<file path="src/rtl/dtlf_pkg.sv">
// Shared constants, types and helpers of the decision tree leaf finder.
package dtlf_pkg;

   // Sizes of the stores
   localparam int NODE_COUNT    = 1024;
   localparam int FEATURE_COUNT = 256;
   localparam int VALUE_WIDTH   = 16;

   // Address widths (at least one bit)
   localparam int NODE_AW = (NODE_COUNT > 1) ? $clog2(NODE_COUNT) : 1;
   localparam int FEAT_AW = (FEATURE_COUNT > 1) ? $clog2(FEATURE_COUNT) : 1;

   // Fixed field widths of the ports
   localparam int FNUM_W  = 8;
   localparam int CHILD_W = 10;
   localparam int IN_VAL_W = 16;
   localparam int LEAF_W  = 11;

   // One entry of the node memory
   typedef struct packed {
      logic [FNUM_W-1:0]      feature;
      logic [VALUE_WIDTH-1:0] threshold;
      logic [CHILD_W-1:0]     child;
   } node_entry_type;

   // Read addresses from the walker to the memories
   typedef struct packed {
      logic [NODE_AW-1:0] node_addr;
      logic [FEAT_AW-1:0] feat_addr;
   } mem_rd_type;

   // Result word of a walk
   typedef struct packed {
      logic              valid;
      logic [LEAF_W-1:0] leaf_number;
      logic              walk_error;
   } rsp_type;

   // Sign-extend (or truncate) a 16-bit port value to the stored width
   function automatic logic [VALUE_WIDTH-1:0] to_value(input logic signed [IN_VAL_W-1:0] v);
      logic signed [VALUE_WIDTH-1:0] r;
      r = VALUE_WIDTH'(v);
      return r;
   endfunction

endpackage

</file>
<file path="src/rtl/dtlf_walk.sv">
// Tree walk sequencer: alternates node and feature memory reads until a leaf or a walk error.
module dtlf_walk (
   input  logic                      clock,
   input  logic                      reset,
   input  logic                      start_walk,
   input  dtlf_pkg::node_entry_type  node_rdata,
   input  logic [dtlf_pkg::VALUE_WIDTH-1:0] feat_rdata,
   output dtlf_pkg::mem_rd_type      rd,
   output logic                      busy,
   output dtlf_pkg::rsp_type         rsp
);
   import dtlf_pkg::*;

   typedef enum logic [1:0] {S_IDLE, S_NODE, S_FEAT} state_type;

   localparam logic [NODE_AW-1:0] VIS_MAX = NODE_AW'(NODE_COUNT - 1);

   state_type              state_ff, state_in;
   logic [NODE_AW-1:0]     node_ff, node_in;
   logic [NODE_AW-1:0]     visits_ff, visits_in;
   logic [VALUE_WIDTH-1:0] thr_ff, thr_in;
   logic [CHILD_W-1:0]     child_ff, child_in;
   logic                   finr_ff, finr_in;
   rsp_type                rsp_ff, rsp_in;

   logic [VALUE_WIDTH-1:0] value;
   logic                   go_left;
   logic [CHILD_W-1:0]     next_idx;
   logic                   next_ok;

   // compare stage: feature word against the held threshold
   always_comb begin
      value    = finr_ff ? feat_rdata : '0;
      go_left  = $signed(value) < $signed(thr_ff);
      next_idx = go_left ? (child_ff - CHILD_W'(1)) : child_ff;
      next_ok  = 32'(next_idx) < NODE_COUNT;
   end

   // memory read addresses
   always_comb begin
      rd.node_addr = (state_ff == S_FEAT) ? NODE_AW'(next_idx) : '0;
      rd.feat_addr = FEAT_AW'(node_rdata.feature);
   end

   // next state
   always_comb begin
      state_in  = state_ff;
      node_in   = node_ff;
      visits_in = visits_ff;
      thr_in    = thr_ff;
      child_in  = child_ff;
      finr_in   = finr_ff;
      rsp_in    = rsp_ff;
      rsp_in.valid = 1'b0;
      case (state_ff)
         S_IDLE: begin
            if (start_walk) begin
               state_in  = S_NODE;
               node_in   = '0;
               visits_in = '0;
            end
         end
         S_NODE: begin
            if (node_rdata.child == '0) begin
               // leaf reached
               rsp_in.valid       = 1'b1;
               rsp_in.leaf_number = LEAF_W'(32'(node_ff) + 1);
               rsp_in.walk_error  = 1'b0;
               state_in           = S_IDLE;
            end else begin
               thr_in   = node_rdata.threshold;
               child_in = node_rdata.child;
               finr_in  = 32'(node_rdata.feature) < FEATURE_COUNT;
               state_in = S_FEAT;
            end
         end
         S_FEAT: begin
            if (!next_ok || visits_ff == VIS_MAX) begin
               // child out of range or overrun
               rsp_in.valid       = 1'b1;
               rsp_in.leaf_number = '0;
               rsp_in.walk_error  = 1'b1;
               state_in           = S_IDLE;
            end else begin
               node_in   = NODE_AW'(next_idx);
               visits_in = visits_ff + NODE_AW'(1);
               state_in  = S_NODE;
            end
         end
         default: begin
            state_in = S_IDLE;
         end
      endcase
   end

   // state and registered outputs
   always_ff @(posedge clock) begin
      if (reset) begin
         state_ff     <= S_IDLE;
         rsp_ff.valid <= 1'b0;
      end else begin
         state_ff     <= state_in;
         rsp_ff.valid <= rsp_in.valid;
      end
      node_ff            <= node_in;
      visits_ff          <= visits_in;
      thr_ff             <= thr_in;
      child_ff           <= child_in;
      finr_ff            <= finr_in;
      rsp_ff.leaf_number <= rsp_in.leaf_number;
      rsp_ff.walk_error  <= rsp_in.walk_error;
   end

   assign busy = (state_ff != S_IDLE);
   assign rsp  = rsp_ff;

endmodule
</file>
<file path="config.mk">
export PLATFORM = sky130hd
export DESIGN_NAME = dtlf_walk
export DESIGN_NICKNAME = d
export VERILOG_FILES = /design/src/rtl/dtlf_pkg.sv /design/src/rtl/dtlf_walk.sv
export SDC_FILE = /design/constraint.sdc
export NUM_CORES = 1
export LEC_CHECK = 0
export ABC_AREA = 1
export BUFFER_PORTS_ARGS = -buffer_cell sky130_fd_sc_hd__buf_2
export CAP_MARGIN = 20
export CORE_ASPECT_RATIO = 1.75
export CORE_MARGIN = 2
export CORE_UTILIZATION = 55
export CTS_BUF_LIST = sky130_fd_sc_hd__clkbuf_8
export CTS_CLUSTER_DIAMETER = 100
export DETAILED_ROUTE_END_ITERATION = 10
export PLACE_DENSITY = 0.85
export SYNTH_ARGS = -nofsm -noshare
export SYNTH_HDL_FRONTEND = slang
export SYNTH_SLANG_ARGS = --single-unit
export TNS_END_PERCENT = 1
</file>
<file path="constraint.sdc">
create_clock -name clock -period 3.5 [get_ports clock]
set_clock_uncertainty 0.1 [all_clocks]
set_input_delay 0.525 -clock clock [delete_from_list [all_inputs] [get_ports clock]]
set_output_delay 0.525 -clock clock [all_outputs]
set_load 0.01 [all_outputs]
</file>
; After elaboration in Yosys (flattened, before gate mapping)
; Index checks and enable logic that the tools add are counted.
[op_classes]
addsub = 3
div = 0
reduce_logical = 8
magnitude_cmp = 1
eq_ne = 7
n_mul = 0
n_shift = 0
n_mux = 14
bitwise_logic = 1
[ops]
columns = op, n
row1 = 10-bit 2-to-1 mux, 5
row2 = 10-bit case mux with 2 select lines, 2
row3 = 13-bit 2-to-1 mux, 2
row4 = 13-bit case mux with 2 select lines, 1
row5 = 16-bit less-than comparator, 1
row6 = 10-bit by 1-bit adder with 11-bit output (second input constant), 1
row7 = 10-bit by 1-bit adder with 10-bit output (second input constant), 1
row8 = 10-bit equality test (second input constant), 1
row9 = 10-bit logical NOT, 1
row10 = 10-bit by 1-bit subtractor with 10-bit output (second input constant), 1
row11 = 2-bit != test (second input constant), 3
row12 = 2-bit case mux with 3 select lines, 1
row13 = 3-bit AND reduction, 2
row14 = 2-bit nonzero test, 3
row15 = 2-bit 2-to-1 mux, 2
row16 = 2-bit by 1-bit equality test with 1-bit output (second input constant), 1
row17 = 2-bit equality test (second input constant), 1
row18 = 2-bit logical NOT, 1
row19 = 2-bit by 1-bit != test with 1-bit output (second input constant), 1
row20 = 2-bit AND reduction, 1
row21 = 1-bit 2-to-1 mux, 1
row22 = 1-bit NOT, 1
[word_totals]
reg_bits = 61
ramBits = 0
word_cells = 42
memories = 0
latch_bits = 0
output_inout_bits = 32
input_bits = 53
rom_bits = 0

; Depth between registers and ports, before layout
; Gate-level depths: netlist of the first run.
[depth]
ltp_word = 4
ltp_mapped = 16
depth_no_buf = 15

; Worst setup path before layout of the first run
; OpenSTA, ideal clock, no wires.
[synth_path]
kind = input-to-reg
startpoint = input port node_rdata[9] in the netlist's numbering
endpoint = register rsp_ff (netlist bit rsp[0]) (enable)
path_stages = 4
setup_ns = 0.400
arrival_ns = 2.437
setup_slack_ns = 0.564
path_cell_list = nor2_1 and3_1 nor2_1 nor2_1
[synth_via]
elab_chain_len = 3
[synth_rtl]
columns = element, line
row1 = from (decl), dtlf_walk.sv:6  ; input dtlf_pkg::node_entry_type node_rdata,
row2 = 10-bit logical NOT, dtlf_walk.sv:64  ; if (node_rdata.child == '0) begin
row3 = 2-bit != test (no line), n/a
row4 = 3-bit AND reduction (no line), n/a
row5 = to (decl), dtlf_walk.sv:24  ; rsp_type rsp_ff, rsp_in;
; Every way passes these cells.
; A chain may end at the register's enable or synchronous reset.

==> reports/metrics.yaml, run 1 <==
layout:
  final_util_pct: 65.5
  fin_nets: 481
  drive_above_1_share_pct: 23.7
  seqCellArea_um2: 1800
  area_growth_pct: 16.6
  diodes: 0
  fill_cells: 453
  multi_input_area_um2: 1170
floorplan:
  initial_core_util_pct: 56.2
  die_h_um: 106
  fp.coreArea_um2: 5790
  io_pins: 85
  row_count: 37
  die_x_um: 62.1
  dieArea_um2: 6570
grt:
  grt_pass1_vias: 2333
  grt_max_degree: 25
  antenna_found_initial: 0
  overflow: 0
  grt_usage_pct: 19.4
  grt_pass1_wl_um: 9730
logic_synthesis:
  synth_top_area_share_pct: 53.6
  synthArstFlopShare_pct: 0
  synth_area_um2: 3250
  syn_inst: 335
  ys_ff_latch: 61
  synth-edff-count: 58
  yosys.area.top_type: "edfxtp_1"
  yosys-top-cells-count: "nand2_1, edfxtp_1, nor2_1, inv_1, ha_1"
  ys_seq_area_share_pct: 55.4
  synth.distinct_cells: 28
  yosysWarningCount: 0
  syn_nets: 410
  ys.flop_type: "edfxtp_1"
  synth_area_leaders: "edfxtp_1, ha_1, nand2_1"
  postSynthAreaPerCell_um2: 9.71
  post-synth-top-count-cell: "nand2_1"
sta:
  setup_viol: 0
  fin_crit_sh_pct: 85.8
  fmax_mhz: 333
  tightestPinTransition_ns: 0.694
  layout_setup_ws_ns: 0.497
  fin_crit_ns: 3.00
  maxSlewViolCount: 0
  setup_tns_ns: 0
  slew_headroom_pct: 53.7
  hold_viol_final: 0
  rsz0062_at_grt: "false"
critical_path:
  crit_chain: "inv_1, ha_1, nand2_1, inv_1, o21ai_0, a21oi_2, nor2_1, nand2_1, nand2_2, nand2_2, nand2_1, nand2_1, nor2_1, buf_2"
  critical_path_buf_inv_count: 3
  cp_max_fo: 12
  arrival_ns: 2.38
  crit_path_end_kind: "primary output"
  cp_slowest_cell: "edfxtp_1"
  startpoint_type: "register"
  critical-path-max-stage-delay_ns: 0.37
  cpMostUsedCell: "nand2_1"
  worstSetupPathType: "reg2out"
  cp_top_family: "simple AND/OR/NAND/NOR gates"
  cp_data_required_time_ns: 2.87
power_and_ir_drop:
  power_density_nw_per_um2: 547
  p_leak_uw: 0.00176
  irDropWorstVdd_uv: 383
cts:
  cts_made_buffers: 9
  cts.clk_slew.worst_paths_ns: 0.06
  numClockSinks: 61
  cts_root_buf: "clkbuf_8"
  hold_buffers: 0
  clock_latency_ns: 0.34
  cts_tree: "built"
  cts_resized: 0
  cts_buffer_depth: 2
  postCtsSetupRepairBufs: 0
  htreeDepth: 3
drt:
  vias_per_cell: 4.91
  drt_iter0_markers: 68
  drt-pass1-iter-count: 4
  final_antenna_net_count: 0
  drc: 0
  vias: 2397
  avgRoutedWirePerCell_um: 12.2
  routed_wl_um: 5980
place:
  pre_cts_ws_ns: 0.640
  port_buffers: 68
  post-dp-hpwl_um: 4640
  gp_congestion: 0.897
status:
  status: "finished, final reports clean"
flow_run:
  cap_violations: 0
worst_hold_path:
  hold_path.class: "in2reg"
-- logic make-up (layout without fill, tap and decap cells) --
| logic type | Yosys count | count (layout) | synth area share (%) |
|---|---|---|---|
| AND/OR/NAND/NOR | 154 | 154 | 20.3 |
| flip-flops | 61 | 61 | 55.4 |
| buffers and inverters | 61 | 136 | 8.73 |
| AO/OA/AOI/OAI | 27 | 27 | 4.39 |
| adder cells (fa/ha/maj) | 22 | 22 | 8.46 |
| XOR/XNOR | 10 | 10 | 2.69 |
-- through the flow --
step | hold WS, ns | total power (µW) | area (µm²) | cells
after floorplan | 0.370 | 1390 | 3250 | 335
after global placement | 0.392 | 1500 | 3620 | 473
after detailed placement | 0.406 | 1530 | 3620 | 473
after CTS | 0.238 | 2090 | 3790 | 488
after global routing | 0.247 | 2190 | 3790 | 488
final | 0.262 | 2070 | 3790 | 488
-- placed cells by master (no fill, tap or decap), types with 3 or more instances in the layout --
cell type,instances
buf_2,68
nand2_1,70
o21ai_0,8
xor2_1,4
ha_1,22
edfxtp_1,58
nor2_2,4
nor3b_1,3
nor3_1,4
nor2_1,52
nand3_1,7
buf_4,3
inv_1,52
xnor2_1,6
a21oi_1,16
dfxtp_1,3
nand2_2,3
clkbuf_8,9
-- cell type report --
type,instances,share of cell area (%)
timing repair buffer,71,9.57
tap,78,2.57
clock inverter,6,1.29
clock buffer,9,3.27
inverter,50,4.95
multi-input combinational,213,30.8
sequential,61,47.5
-- flip-flops by register name (all words and copies together) (netlist names) --
name	cells
state_ff	2
node_ff	10
visits_ff	10
rsp	13
child_ff	10
thr_ff	16
-- where the power goes --
group	internal (µW)	switching [µW]	total [µW]
combinational	167	298	465
clock	312	247	559
sequential	978	70.8	1050
total	1460	616	2070
-- routing by layer --
metal  track usage, %  share of wire, %  vias up
met3             5.12               4.4        7
met4             9.68               1.7        0
li1                 -                 -     1229
met2             37.7                57       70
met1             18.2                37     1091
met5                0                 0        -
-- final timing paths --
path / startpoint / to / slack, ns / depth (start not counted)
worst min-delay path: node_rdata[15] / thr_ff[5]$_DFFE_PP_ / 0.26 / 1
worst min register to register: state_ff[1]$_SDFFE_PP0P_ / state_ff[1]$_SDFFE_PP0P_ / 0.41 / 2
worst max register to register: state_ff[0]$_SDFFE_PP0P_ / node_ff[4]$_DFFE_PP_ / 0.86 / 6
worst max-delay path: thr_ff[9]$_DFFE_PP_ / rd[16] / 0.50 / 14
-- worst reg2reg max path: stages (launching register included) --
cell	delay, ns
dfxtp_1	0.39
inv_1	0.08
ha_1	0.43
inv_1	0.29
nand2_1	0.10
a21oi_1	0.58
buf_4	0.35
(Power assumes the default switching activity.)
==> run 2, diff against run 1 <==
- CORE_UTILIZATION: 55 -> 40
- PLACE_DENSITY: 0.85 -> 0.65
==> run 2 against run 1 <==
Effect of this change:
- combinational power shrank 3%
- critical path depth is the same
- via count shrank 1.0%
- largest cell class unchanged
==> reports/metrics.yaml, run 2 (synthesis gave the netlist of run 1 again) <==
place:
  placed_cells: 485  # +2.5%
  post-dp-hpwl_um: 4490  # -3.2%
  pre_cts_ws_ns: 0.634  # -0.00603 ns
  gp_congestion: 0.757  # -16%
  port_buffers: 68  # unchanged
  post_dp_cell_area_um2: 3630  # +0.41%
critical_path:
  cp_top_family: "simple AND/OR/NAND/NOR gates"
  crit_path_end_kind: "primary output"
  cp_slowest_cell: "edfxtp_1"
  cp_data_required_time_ns: 2.87  # about the same
  critical_path_buf_inv_count: 3  # unchanged
  worstSetupPathType: "reg2out"
  cp_max_fo: 12  # unchanged
  crit_chain: "inv_1, ha_1, nand2_1, inv_1, o21ai_0, a21oi_2, nor2_1, nand2_1, nand2_2, nand2_2, nand2_1, nand2_1, nor2_1, buf_2"
  cpMostUsedCell: "nand2_1"
  startpoint_type: "register"
  critical-path-max-stage-delay_ns: 0.37  # about the same
  startpoint: "thr_ff[9]$_DFFE_PP_"
  timing.rr.start: "visits_ff[0]$_SDFFCE_PN0P_"
  arrival_ns: 2.32  # -0.06 ns
cts:
  cts_tree: "built"
  cts_made_buffers: 9  # unchanged
  clock_latency_ns: 0.34  # about the same
  cts.clk_slew.worst_paths_ns: 0.06  # about the same
  hold_buffers: 0  # unchanged
  postCtsSetupRepairBufs: 0  # unchanged
  cts_root_buf: "clkbuf_8"
  cts_buffer_depth: 2  # unchanged
  htreeDepth: 3  # unchanged
  cts_resized: 0  # unchanged
  numClockSinks: 61  # unchanged
sta:
  fin_crit_ns: 2.95  # -0.0558 ns
  holdWs_ns: 0.253  # -0.00938 ns
  hold_viol_final: 0  # unchanged
  setup_tns_ns: 0  # unchanged
  fin_crit_sh_pct: 84.2  # -1.6 points
  fmax_mhz: 339  # +1.9%
  layout_setup_ws_ns: 0.552  # +0.0558 ns
  slew_headroom_pct: 58.6  # +4.9 points
  setup_viol: 0  # unchanged
  rsz0062_at_grt: "false"
  tightestPinTransition_ns: 0.621  # -0.0728 ns
  maxSlewViolCount: 0  # unchanged
layout:
  regMostFlops: "thr_ff"
  layout_common_cells: "nand2_1, buf_2, edfxtp_1, nor2_1, inv_1"
  fill_cells: 747  # +65%
  finalNonFillerCells: 501  # +2.7%
  final_area_um2: 3790  # unchanged
  fin_nets: 481  # unchanged
  area_growth_pct: 16.6  # unchanged
  final_common_cell: "nand2_1"
  drive_above_1_share_pct: 24.1  # +0.43 points
  largest_register_ffs: 16  # unchanged
  diodes: 0  # unchanged
floorplan:
  die_h_um: 123  # +17%
  die_x_um: 72.2  # +16%
  io_pins: 85  # unchanged
  row_count: 43  # +16%
  dieArea_um2: 8900  # +35%
  initial_core_util_pct: 41.1  # -15 points
  fp.coreArea_um2: 7910  # +37%
drt:
  drc: 0  # unchanged
  drt_iter0_markers: 80  # +18%
  avgRoutedWirePerCell_um: 11.4  # -7.0%
  final_antenna_net_count: 0  # unchanged
  vias_per_cell: 4.73  # -3.6%
  routed_wl_um: 5710  # -4.5%
  drt-pass1-iter-count: 4  # unchanged
  vias: 2372  # -1.0%
grt:
  grt_usage_pct: 13.9  # -5.5 points
  antenna_found_initial: 0  # unchanged
  grt_pass1_wl_um: 9320  # -4.2%
  overflow: 0  # unchanged
  grt_pass1_vias: 2377  # +1.9%
  grt_max_degree: 28  # +12%
worst_hold_path:
  hold_path.class: "in2reg"
  hp-start: "node_rdata[17]"
flow_run:
  cap_violations: 0  # unchanged
power_and_ir_drop:
  irDropWorstVdd_uv: 311  # -19%
  power_density_nw_per_um2: 530  # -3.1%
  p_leak_uw: 0.00175  # -0.64%
status:
  status: "finished, final reports clean"
==> run 2: cell count changes in the layout (fill, tap and decap cells not counted) <==
cell	before	now
clkinv_1	2	3
inv_1	52	50
clkinv_2	0	2
clkinv_4	0	1
bufinv_16	1	0
==> run 2: layout make-up <==
| class | instances | area (µm²) | share of cell area (%) |
|---|---|---|---|
| tap | 90 | 113 | 2.97 |
| timing repair buffer | 71 | 363 | 9.57 |
| clock inverter | 7 | 33.8 | 0.891 |
| sequential | 61 | 1800 | 47.5 |
| inverter | 50 | 188 | 4.95 |
| clock buffer | 9 | 124 | 3.27 |
| multi-input combinational | 213 | 1170 | 30.8 |
==> run 2: routing by layer <==
layer  global-route usage (%)  vias to the layer above  share of wire [%]
met5                        0                        -                  0
met4                     8.14                        0                3.1
met3                     5.46                       13                7.7
met2                     25.9                       86                 53
met1                     12.2                     1046                 36
li1                         -                     1227                  -
==> run 2: where the power goes <==
| part | internal [µW] | switching, µW | leakage, µW | total [µW] |
|---|---|---|---|---|
| Clock | 245 | 265 | 0.0000867 | 510 |
| Combinational | 166 | 287 | 0.00108 | 453 |
| Sequential | 977 | 68.1 | 0.000587 | 1050 |
==> run 2: worst register-to-register path, delay by kind of cell, from the launching register on <==
family                     cells  cell delay [ns]
AOI/OAI and AO/OA              1             0.16
adders and majority gates      1             0.18
buffers and inverters          1             0.21
DFF                            1             0.38
and+or+nand+nor                9             0.85
==> run 2: worst paths after layout <==
check             depth (start not counted)  slack (ns)                  endpoint
setup / recovery                         14        0.55                     rd[9]
hold / removal                            1        0.25       thr_ff[7]$_DFFE_PP_
setup reg to reg                         12        1.33          rsp[6]$_DFFE_PP_
hold reg to reg                           2        0.42  state_ff[0]$_SDFFE_PP0P_
==> run 2: stage by stage <==
| stage | util, % | total power (µW) |
|---|---|---|
| 2_1_floorplan | - | 1390 |
| 3_3_place_gp | 45.9 | 1500 |
| 3_5_place_dp | 45.9 | 1520 |
| 4_1_cts | 47.9 | 2030 |
| 5_1_grt | 47.9 | 2130 |
| 6_report | 47.9 | 2010 |
==> run 3, diff against run 2 <==
- ABC_AREA: 1 -> 0
- PLACE_DENSITY: 0.65 -> 0.68
- clock period: 3.5 -> 2.7 ns (I/O delays scaled with it)
==> run 3 against run 2 <==
Effect of this change:
- critical path depth decreased by 4
- setup slack got worse by 1.4 ns
- largest cell class unchanged
- the flow now finishes with violations (negative setup slack)
- combinational power decreased by 12%
- clock-buffer cell count unchanged
- sequential share of layout area decreased by 1.4 points
- area after synthesis decreased by 5.0%
- final cell count decreased by 14%
- critical endpoint is now rd[13]
==> reports/metrics.yaml, run 3 <==
critical_path:
  r2r_slack_ns: -0.12  # -1.45 ns
  timing.rr.start: "thr_ff[13]$_DFFE_PP_"
  cp_data_required_time_ns: 2.19  # -0.68 ns
  crit_path_end: "rd[13]"
  cp_slowest_cell: "or4b_4"
  crit_chain: "inv_2, ha_4, a211oi_2, o22ai_1, or4b_1, o32a_4, buf_12, or4b_4, a21oi_4, buf_2"
  crit_path_end_kind: "primary output"
  startpoint_type: "register"
  worstSetupPathType: "reg2out"
  cp_max_fo: 10  # -2
  worstReg2RegEnd: "node_ff[5]$_DFFE_PP_"
  startpoint: "thr_ff[13]$_DFFE_PP_"
  reg2reg_depth: 9  # -3
  arrival_ns: 3.06  # +0.74 ns
  critical-path-max-stage-delay_ns: 0.52  # +0.15 ns
flow_run:
  cap_violations: 0  # unchanged
status:
  status: "finished with violations"
  violations: "negative setup slack"
layout:
  largest_register_ffs: 16  # unchanged
  regMostFlops: "thr_ff"
  area_growth_pct: 26.3
  diodes: 0  # unchanged
  final_common_cell: "buf_2"
  fill_cells: 664  # -11%
  layout_common_cells: "buf_2, edfxtp_1, inv_1, nor2_1, ha_1"
  final_area_um2: 3900  # +2.9%
  final_util_pct: 51.9  # +4.0 points
  fin_nets: 415  # -14%
  drive_above_1_share_pct: 32.2  # +8.1 points
logic_synthesis:
  synth_area_leaders: "edfxtp_1, ha_1, inv_1"
  post-synth-top-count-cell: "edfxtp_1"
  postSynthAreaPerCell_um2: 11.8  # +22%
  synth.distinct_cells: 37  # +32%
  ys.flop_type: "edfxtp_1"
  syn_inst: 262  # -22%
  synthArstFlopShare_pct: 0  # unchanged
  synth_area_um2: 3090  # -5.0%
  synth_top_area_share_pct: 56.4  # +2.8 points
  ys_ff_latch: 61  # unchanged
  syn_nets: 337  # -18%
  ys_seq_area_share_pct: 58.3  # +2.9 points
  yosysWarningCount: 0  # unchanged
  yosys-top-cells-count: "edfxtp_1, inv_1, ha_1, nor2_1, a21oi_1"
  synth-edff-count: 58  # unchanged
  yosys.area.top_type: "edfxtp_1"
sta:
  hold_viol_final: 0  # unchanged
  layout_setup_ws_ns: -0.862  # -1.41 ns
  setup_viol: 13  # +13
  rsz0062_at_grt: "true"
  fin_crit_sh_pct: 132
  maxSlewViolCount: 0  # unchanged
  tightestPinTransition_ns: 0.513  # -0.108 ns
  fmax_mhz: 281
  fin_crit_ns: 3.56
  slew_headroom_pct: 65.8  # +7.2 points
place:
  pre_cts_ws_ns: -0.733  # -1.37 ns
  gp_congestion: 0.800  # +5.6%
  port_buffers: 68  # unchanged
  post_dp_cell_area_um2: 3570  # -1.8%
  post-dp-hpwl_um: 4650  # +3.5%
floorplan:
  die_x_um: 70.4  # -2.4%
  initial_core_util_pct: 41.1  # about the same
  row_count: 42  # -2.3%
  dieArea_um2: 8470  # -4.7%
  io_pins: 85  # unchanged
  die_h_um: 120  # -2.4%
  fp.coreArea_um2: 7510  # -5.0%
cts:
  htreeDepth: 3  # unchanged
  cts_tree: "built"
  cts_buffer_depth: 2  # unchanged
  hold_buffers: 0  # unchanged
  cts.clk_slew.worst_paths_ns: 0.06  # about the same
  clock_latency_ns: 0.34  # about the same
  numClockSinks: 61  # unchanged
  cts_root_buf: "clkbuf_8"
  cts_made_buffers: 9  # unchanged
drt:
  avgRoutedWirePerCell_um: 13.9  # +22%
  vias: 2233  # -5.9%
  final_antenna_net_count: 0  # unchanged
  drt-pass1-iter-count: 4  # unchanged
  drc: 0  # unchanged
  drt_iter0_markers: 82  # +2.5%
  vias_per_cell: 5.16  # +8.9%
  routed_wl_um: 6000  # +5.2%
grt:
  grt_usage_pct: 15.0  # +1.1 points
  grt_pass1_vias: 2327  # -2.1%
  antenna_found_initial: 0  # unchanged
  grt_max_degree: 28  # unchanged
  grt_pass1_wl_um: 9700  # +4.1%
  overflow: 0  # unchanged
power_and_ir_drop:
  power_uw: 2580  # +29%
  irDropWorstVdd_uv: 353  # +13%
  power_density_nw_per_um2: 661  # +25%
  p_leak_uw: 0.00162  # -7.3%
worst_hold_path:
  hold_path.class: "in2reg"
## run 3: where the power goes
part	total (µW)	switching [µW]	leakage, µW	internal [µW]
clock	948	346	0.000123	602
combinational	397	226	0.000913	171
sequential	1240	66.1	0.000588	1170
## run 3: cell type report
| class | count | area [µm²] | area share, % |
|---|---|---|---|
| sequential | 61 | 1800 | 46.2 |
| tap | 88 | 110 | 2.82 |
| inverter | 27 | 101 | 2.60 |
| timing repair buffer | 78 | 428 | 11.0 |
| clock buffer | 9 | 124 | 3.17 |
| clock inverter | 7 | 106 | 2.73 |
| multi-input combinational | 163 | 1230 | 31.5 |
## run 3: logic make-up (layout without fill, tap and decap cells)
| kind of cell | Yosys count | after routing | synth area share, % |
|---|---|---|---|
| and+or+nand+nor | 88 | 88 | 14.9 |
| DFF | 61 | 61 | 58.3 |
| buffers and inverters | 38 | 121 | 5.71 |
| AOI/OAI and AO/OA | 37 | 37 | 7.57 |
| adders and majority gates | 22 | 22 | 8.91 |
| xor gates and xnor gates | 14 | 14 | 3.97 |
| muxes | 2 | 2 | 0.648 |
## run 3: how the worst min path moves through the flow
stage                     slack (ns)                     start  cells past startpoint                  endpoint
after floorplan                 0.37                     reset                      1        rsp[12]$_SDFF_PP0_
after global placement          0.45  state_ff[1]$_SDFFE_PP0P_                      2  state_ff[1]$_SDFFE_PP0P_
after detailed placement        0.47  state_ff[1]$_SDFFE_PP0P_                      2  state_ff[1]$_SDFFE_PP0P_
after CTS                       0.12            node_rdata[25]                      1      thr_ff[15]$_DFFE_PP_
after global routing            0.12            node_rdata[20]                      1      thr_ff[10]$_DFFE_PP_
final                           0.14            node_rdata[25]                      1      thr_ff[15]$_DFFE_PP_
## run 3: critical path: cells and delay by family, from the launching register on
kind	cells	cell delay, ns
flip-flops	1	0.38
AO/OA/AOI/OAI	4	0.76
buffers and inverters	3	0.37
AND/OR/NAND/NOR	2	1.00
adder cells (fa/ha/maj)	1	0.19
## run 3: repair_timing
action,CTS,global route
setup buffers,0,0
endpoints found under the hold margin,0,0
resized for setup,12,9
setup endpoints to repair,20,20
pin swaps,9,2
## run 3: per-stage QoR
step	setup TNS, ns	hold WS, ns	std cells
after global placement	-8.53	0.450	417
final	-7.33	0.137	433
after detailed placement	-8.67	0.465	417
after global routing	-8.75	0.115	433
after floorplan	-2.58	0.374	262
after CTS	-7.69	0.120	433
## run 3: routing by layer
metal | vias to the layer above | routed length, µm | GRT usage (%)
met5 | - | 0 | 0
met4 | 0 | 162 | 8.17
met3 | 14 | 384 | 5.25
met2 | 82 | 3440 | 28.5
met1 | 1039 | 2020 | 13.4
li1 | 1098 | - | -
